## src/rtl/brcn_pkg.sv

```systemverilog
`timescale 1ns / 1ps
// ----------------------------------------------------------------------------
// brcn_pkg
// Shared constants, codes and types of the crop, resize and normalize block.
// ----------------------------------------------------------------------------
package brcn_pkg;

   localparam int MAX_SRC_WIDTH    = 512;
   localparam int MAX_SRC_HEIGHT   = 512;
   localparam int MAX_CHANNELS     = 4;
   localparam int MAX_DEST_SIDE    = 512;
   localparam int WEIGHT_FRAC_BITS = 8;

   localparam int STORE_DEPTH = MAX_SRC_WIDTH * MAX_SRC_HEIGHT * MAX_CHANNELS;
   localparam int ADDR_W      = $clog2(STORE_DEPTH);
   localparam int PIX_W       = $clog2(MAX_SRC_WIDTH * MAX_SRC_HEIGHT);
   localparam int XI_W        = $clog2(MAX_SRC_WIDTH);
   localparam int YI_W        = $clog2(MAX_SRC_HEIGHT);
   localparam int CIDX_W      = (MAX_CHANNELS > 1) ? $clog2(MAX_CHANNELS) : 1;

   // fixed field widths
   localparam int MODE_W  = 2;
   localparam int BYTE_W  = 8;
   localparam int COORD_W = 9;
   localparam int SIDE_W  = 10;
   localparam int CHAN_W  = 3;
   localparam int NORM_W  = 16;
   localparam int OUT_W   = 23;
   localparam int CSR_IDX_W = 3;
   localparam int FRAC_W  = 16;

   localparam int STEP_W  = SIDE_W + FRAC_W;
   localparam int POS_W   = COORD_W + STEP_W + 1;
   localparam int POSI_W  = POS_W - FRAC_W;
   localparam int STEP_CNT_W = $clog2(STEP_W + 1);

   localparam int WT_W    = WEIGHT_FRAC_BITS + 1;
   localparam int WPROD_W = 2 * WEIGHT_FRAC_BITS + 1;
   localparam int ACC_W   = 2 * WEIGHT_FRAC_BITS + BYTE_W;
   localparam int MEAN_SH = 2 * WEIGHT_FRAC_BITS - 8;
   localparam int NORM_SH = 2 * WEIGHT_FRAC_BITS + 2;
   localparam int PROD_W  = ACC_W + NORM_W;
   localparam int Q_W     = PROD_W - NORM_SH;

   localparam int REQ_DATA_W = 64;
   localparam int RSP_DATA_W = 24;

   localparam logic [MODE_W-1:0] MODE_LOAD  = 2'd0;
   localparam logic [MODE_W-1:0] MODE_CROP  = 2'd1;
   localparam logic [MODE_W-1:0] MODE_PIXEL = 2'd2;
   localparam logic [MODE_W-1:0] MODE_NONE  = 2'd3;

   localparam logic [CSR_IDX_W-1:0] CSR_SRC_WIDTH   = 3'd0;
   localparam logic [CSR_IDX_W-1:0] CSR_SRC_HEIGHT  = 3'd1;
   localparam logic [CSR_IDX_W-1:0] CSR_DEST_WIDTH  = 3'd2;
   localparam logic [CSR_IDX_W-1:0] CSR_DEST_HEIGHT = 3'd3;
   localparam logic [CSR_IDX_W-1:0] CSR_CHAN_COUNT  = 3'd4;
   localparam logic [CSR_IDX_W-1:0] CSR_NORM_MEAN   = 3'd5;
   localparam logic [CSR_IDX_W-1:0] CSR_NORM_SCALE  = 3'd6;

   typedef struct packed {
      logic              start;
      logic [SIDE_W-1:0] num_x;
      logic [SIDE_W-1:0] num_y;
      logic [SIDE_W-1:0] den_x;
      logic [SIDE_W-1:0] den_y;
   } div_req_type;

   typedef struct packed {
      logic              done;
      logic [STEP_W-1:0] quot_x;
      logic [STEP_W-1:0] quot_y;
   } div_rsp_type;

endpackage

```

## src/rtl/brcn_step_div.sv

```systemverilog
`timescale 1ns / 1ps
// ----------------------------------------------------------------------------
// brcn_step_div
// Restoring divider pair for the Q10.16 crop steps, one quotient bit a cycle.
// ----------------------------------------------------------------------------
module brcn_step_div (
   input  logic                      clock,
   input  logic                      reset,
   input  brcn_pkg::div_req_type     div_req,
   output brcn_pkg::div_rsp_type     div_rsp
);
   import brcn_pkg::*;

   logic [STEP_W-1:0]     quo_ff [2];
   logic [STEP_W-1:0]     quo_in [2];
   logic [SIDE_W-1:0]     rem_ff [2];
   logic [SIDE_W-1:0]     rem_in [2];
   logic [SIDE_W-1:0]     den_ff [2];
   logic [SIDE_W-1:0]     den_in [2];
   logic [STEP_CNT_W-1:0] cnt_ff;
   logic [STEP_CNT_W-1:0] cnt_in;
   logic                  busy_ff;
   logic                  busy_in;
   logic                  done_ff;
   logic                  done_in;
   logic [SIDE_W:0]       trial [2];
   logic [SIDE_W-1:0]     num [2];
   logic [SIDE_W-1:0]     den [2];

   assign num[0] = div_req.num_x;
   assign num[1] = div_req.num_y;
   assign den[0] = (div_req.den_x == '0) ? SIDE_W'(1) : div_req.den_x;
   assign den[1] = (div_req.den_y == '0) ? SIDE_W'(1) : div_req.den_y;

   always_comb begin
      busy_in = busy_ff;
      done_in = 1'b0;
      cnt_in  = cnt_ff;
      for (int i = 0; i < 2; i++) begin
         quo_in[i] = quo_ff[i];
         rem_in[i] = rem_ff[i];
         den_in[i] = den_ff[i];
         trial[i]  = {rem_ff[i], quo_ff[i][STEP_W-1]};
      end
      if (div_req.start) begin
         busy_in = 1'b1;
         cnt_in  = '0;
         for (int i = 0; i < 2; i++) begin
            quo_in[i] = {num[i], {FRAC_W{1'b0}}};
            rem_in[i] = '0;
            den_in[i] = den[i];
         end
      end else if (busy_ff) begin
         // shift one dividend bit into the remainder, subtract when it fits
         for (int i = 0; i < 2; i++) begin
            if (trial[i] >= {1'b0, den_ff[i]}) begin
               rem_in[i] = SIDE_W'(trial[i] - {1'b0, den_ff[i]});
               quo_in[i] = {quo_ff[i][STEP_W-2:0], 1'b1};
            end else begin
               rem_in[i] = trial[i][SIDE_W-1:0];
               quo_in[i] = {quo_ff[i][STEP_W-2:0], 1'b0};
            end
         end
         cnt_in = cnt_ff + 1'b1;
         if (cnt_ff == STEP_CNT_W'(STEP_W - 1)) begin
            busy_in = 1'b0;
            done_in = 1'b1;
         end
      end
   end

   always_ff @(posedge clock) begin
      if (reset) begin
         busy_ff <= 1'b0;
         done_ff <= 1'b0;
      end else begin
         busy_ff <= busy_in;
         done_ff <= done_in;
      end
   end

   always_ff @(posedge clock) begin
      cnt_ff <= cnt_in;
      for (int i = 0; i < 2; i++) begin
         quo_ff[i] <= quo_in[i];
         rem_ff[i] <= rem_in[i];
         den_ff[i] <= den_in[i];
      end
   end

   assign div_rsp.done   = done_ff;
   assign div_rsp.quot_x = quo_ff[0];
   assign div_rsp.quot_y = quo_ff[1];

endmodule

```

## config.mk

```make
export PLATFORM = sky130hd
export DESIGN_NAME = brcn_step_div
export DESIGN_NICKNAME = d
export VERILOG_FILES = /design/src/rtl/brcn_pkg.sv /design/src/rtl/brcn_step_div.sv
export SDC_FILE = /design/constraint.sdc
export NUM_CORES = 1
export LEC_CHECK = 0
export BUFFER_PORTS_ARGS = -buffer_cell sky130_fd_sc_hd__buf_2
export CORE_MARGIN = 2
export CORE_UTILIZATION = 35
export DETAILED_ROUTE_END_ITERATION = 7
export PLACE_DENSITY = 0.6
export SLEW_MARGIN = 20
export SYNTH_ARGS = -nofsm -noshare
export SYNTH_HDL_FRONTEND = slang
export SYNTH_SLANG_ARGS = --single-unit
```

## constraint.sdc

```tcl
create_clock -name clock -period 4 [get_ports clock]
set_clock_uncertainty 0.2 [all_clocks]
set_input_delay 0.4 -clock clock [delete_from_list [all_inputs] [get_ports clock]]
set_output_delay 0.4 -clock clock [all_outputs]
set_load 0.01 [all_outputs]
```

Word level (Yosys, flattened, before mapping)
Memories as Yosys holds them, arrays and structs flattened.
Cells that the tools add are included.
{"block": "word_totals", "register_bits": 7, "ramBits": 92, "input_bits": 43, "output_inout_bits": 53, "memories": 3}
{"memory": "quo_ff", "depth": 2, "width": 26, "rd": 2, "rd_clocked_by_memory_dff": 0, "write_ports": 2, "line": "brcn_step_div.sv:14", "text": "logic [STEP_W-1:0] quo_ff [2];"}
{"memory": "den_ff", "depth": 2, "width": 10, "rd": 2, "rd_clocked_by_memory_dff": 0, "write_ports": 2, "line": "brcn_step_div.sv:18", "text": "logic [SIDE_W-1:0] den_ff [2];"}
{"memory": "rem_ff", "depth": 2, "width": 10, "rd": 2, "rd_clocked_by_memory_dff": 0, "write_ports": 2, "line": "brcn_step_div.sv:16", "text": "logic [SIDE_W-1:0] rem_ff [2];"}
{"block": "classes", "add_sub_neg": 3, "order_cmp": 2, "eq_ne": 1, "muxes": 15, "bitwise_logic": 1, "n_reduce_logical": 3}
{"cell": "2-to-1 mux 52 bit", "count": 2}
{"cell": "2-to-1 mux 20 bit", "count": 3}
{"cell": "2-to-1 mux 10 bit", "count": 4}
{"cell": ">= comparator 11 x 10 -> 1 bit", "count": 2}
{"cell": "zero test 10 bit", "count": 2}
{"cell": "subtractor 10 bit", "count": 2}
{"cell": "2-to-1 mux 1 bit", "count": 6}
{"cell": "adder 5 x 1 -> 5 bit, second input constant", "count": 1}
{"cell": "equality test 5 bit, second input constant", "count": 1}
{"cell": "OR reduction 3 bit", "count": 1}
{"cell": "inverter 1 bit", "count": 1}

Depth between registers and ports, before layout
{"block": "logic_depth", "ltp_word": 4, "mapped_depth": 10}

Least setup slack after synthesis
No wires, ideal clock.
{"block": "synth_timing", "path_kind": "register -> register", "startpoint": "memory quo_ff[0][25] (netlist bit)", "endpoint": "memory rem_ff[0][8]", "setup_ns": 0.088, "t_arrival_ns": 2.122, "required_time_ns": 3.712, "path_slack_ns": 1.590, "path_stages_with_launch": 11, "path_buffers": 0, "path_cell_list": "edfxtp_1 inv_1 ha_1 inv_1 fa_1 a211oi_1 o21ai_0 a31oi_1 xnor2_1 nand2_1 a311oi_2"}
{"item": "start, declared", "line": "brcn_step_div.sv:14"}
{"item": "end, declared", "line": "brcn_step_div.sv:16"}

==> metrics.yaml <==
leakage_nw: 2.46
crit_family: "compound AO/OA/AOI/OAI gates"
hold_path.class: "in -> reg"
n_fill_cell: 1289
numPortBuffers: 95
slew_violations: 0
arrival_ps: 2620
route.detailed.drc: 0
htreeDepth: 3
worstMarginPinSlew_ps: 995
grt_pass1_wl_mm: 16.2
maxCapViolations: 0
final_util_pct: 42.3
setup-tns-final_ps: 0
netlist_area_um2: 4780
cts_resized: 0
cts_tree: "done"
synthCells: 459
crit_chain: "inv_1, ha_1, inv_1, fa_1, a211o_1, a21oi_1, o21ai_0, a21oi_1, xor2_1, o311ai_1"
fmax_mhz: 382
synth_nets: 526
clk_latency_ps: 340
ys_async_sr_fraction_pct: 0
rsz0062_at_grt: "false"
pin_count: 96
vdd_ir_drop_max_mv: 0.211
synthTopCellsByArea: "edfxtp_1, dfxtp_1, mux2i_1"
cts-root-buf: "clkbuf_16"
wirelength_mm: 9.98
grt_start_max_net_pins: 93
cts_made_buffers: 9
startpoint_type: "register"
critPathKind: "reg -> reg"
drive_gt1_share_pct: 25.0
start_util_pct: 35.9
seq_area_frac_synth_pct: 49.9
grt_pass1_vias: 3356
ys.flop_type: "dfxtp_1"
status: "complete, no violations"
cts_hold_buf: 0
routed-via-count: 3523
first_pass_iters: 4
wl_per_cell_um: 14.1
yosysMostFrequentCell: "dfxtp_1"
antenna_found_initial: 0
reg2regPathDepth: 10
overflow: 0
syn-mean-instance-area_um2: 10.4
cts_setup_buffers: 0
place_congestion: 0.811
clock_path_buffers: 2
crit_path_end_kind: "register"
setup_violations: 0
fin_nets: 594
vias_per_cell: 4.98
relSlewSlack_pct: 33.4
antenna_cells: 0
p_per_area_nw_per_um2: 421
yosys-top-cells-count: "dfxtp_1, nor2_1, edfxtp_1"
syn_to_final_growth_pct: 17.8
path_max_fanout: 3
die-width_um: 121
ant_nets: 0
worstHoldPathCells: 2
track_usage_pct: 14.0
ys_types: 54
synth_top_cell_by_area: "edfxtp_1"
required_ps: 4010
drt_iter0_drc: 119
core_area_um2: 13300
finalHoldViolations: 0
slowest_delay_ps: 470
period_needed_ps: 2620
die_h_um: 121
synth_edf_count: 40
clk_pin_slew_ps: 70
synthDominantCellAreaShare_pct: 25.1
dp_hpwl_mm: 6.97
rows: 42
min_period_over_period_pct: 65.4
die_area_um2: 14600
clock_sinks: 99
cp_num_buf_inv: 2
yosys_warnings: 0
cpMaxStageDelayCell: "edfxtp_1"
crit_cells: 10
synth-seq-cells: 99
## report_power, final
group | internal (mW) | leakage (nW) | total, mW | switching (mW)
sequential | 1.11 | 0.885 | 1.15 | 0.0367
clock | 0.462 | 0.145 | 0.840 | 0.378
combinational | 0.161 | 1.43 | 0.384 | 0.223
## through the flow
stage | worst slack (ps) | cell area (µm²) | instances | hold slack, ps | total power, mW
after floorplan | 1590 | 4780 | 459 | 245 | 1.45
after global placement | 1440 | 5340 | 692 | 270 | 1.55
after detailed placement | 1410 | 5340 | 692 | 283 | 1.55
after CTS | 1390 | 5630 | 708 | 14.1 | 2.40
after global routing | 1190 | 5630 | 708 | 26.5 | 2.49
final | 1380 | 5630 | 708 | 31.6 | 2.37
## layout by cell type, fill, tap and decap left out, drive strengths merged, types with 5 or more instances in the layout
master	instances
xnor2	9
a22o	17
clkbuf	11
nor2	53
o311ai	7
nand3	17
ha	22
edfxtp	40
a211oi	11
buf	98
o21ai	14
a21oi	14
nand4	5
nand2	31
xor2	9
inv	28
mux2i	36
dfxtp	59
## area by class of cell
| cell class | count | area, µm² | area share (%) |
|---|---|---|---|
| Inverter | 27 | 101 | 1.80 |
| Multi-Input combinational cell | 292 | 2130 | 37.9 |
| Tap cell | 176 | 220 | 3.91 |
| Sequential cell | 99 | 2380 | 42.3 |
| Clock buffer | 11 | 254 | 4.51 |
| Timing Repair Buffer | 98 | 500 | 8.89 |
| Clock inverter | 5 | 36.3 | 0.645 |
## per-layer routing
metal	part of all wire, %	GRT usage (%)
met1	48	18.4
met2	47	22.4
met3	4.5	3.87
met4	0.80	3.92
met5	0	0
## cell families (layout without fill, tap and decap cells)
logic type | count (synthesis) | after routing | synth area share, %
xor gates and xnor gates | 18 | 18 | 3.30
DFF | 99 | 99 | 49.9
muxes | 36 | 36 | 7.54
and+or+nand+nor | 126 | 126 | 12.1
AOI/OAI and AO/OA | 88 | 88 | 15.1
buffers and inverters | 68 | 141 | 5.55
adders and majority gates | 24 | 24 | 6.60
## registers in the layout, indices dropped and copies added (netlist names)
signal / flops
done_ff: 1
busy_ff: 1
cnt_ff: 5
rem_ff: 20
den_ff: 20
quo_ff: 52
## path summary, 6_finish.rpt
path	from	to	slack [ps]
hold reg to reg	rem_ff[0][12]	rem_ff[0][12]	290
hold / removal	reset	done_ff	30
setup reg to reg	quo_ff[0][51]	rem_ff[0][18]	1380
setup / recovery	quo_ff[0][51]	rem_ff[0][18]	1380
Note: power is estimated with default switching activity, not from simulation.
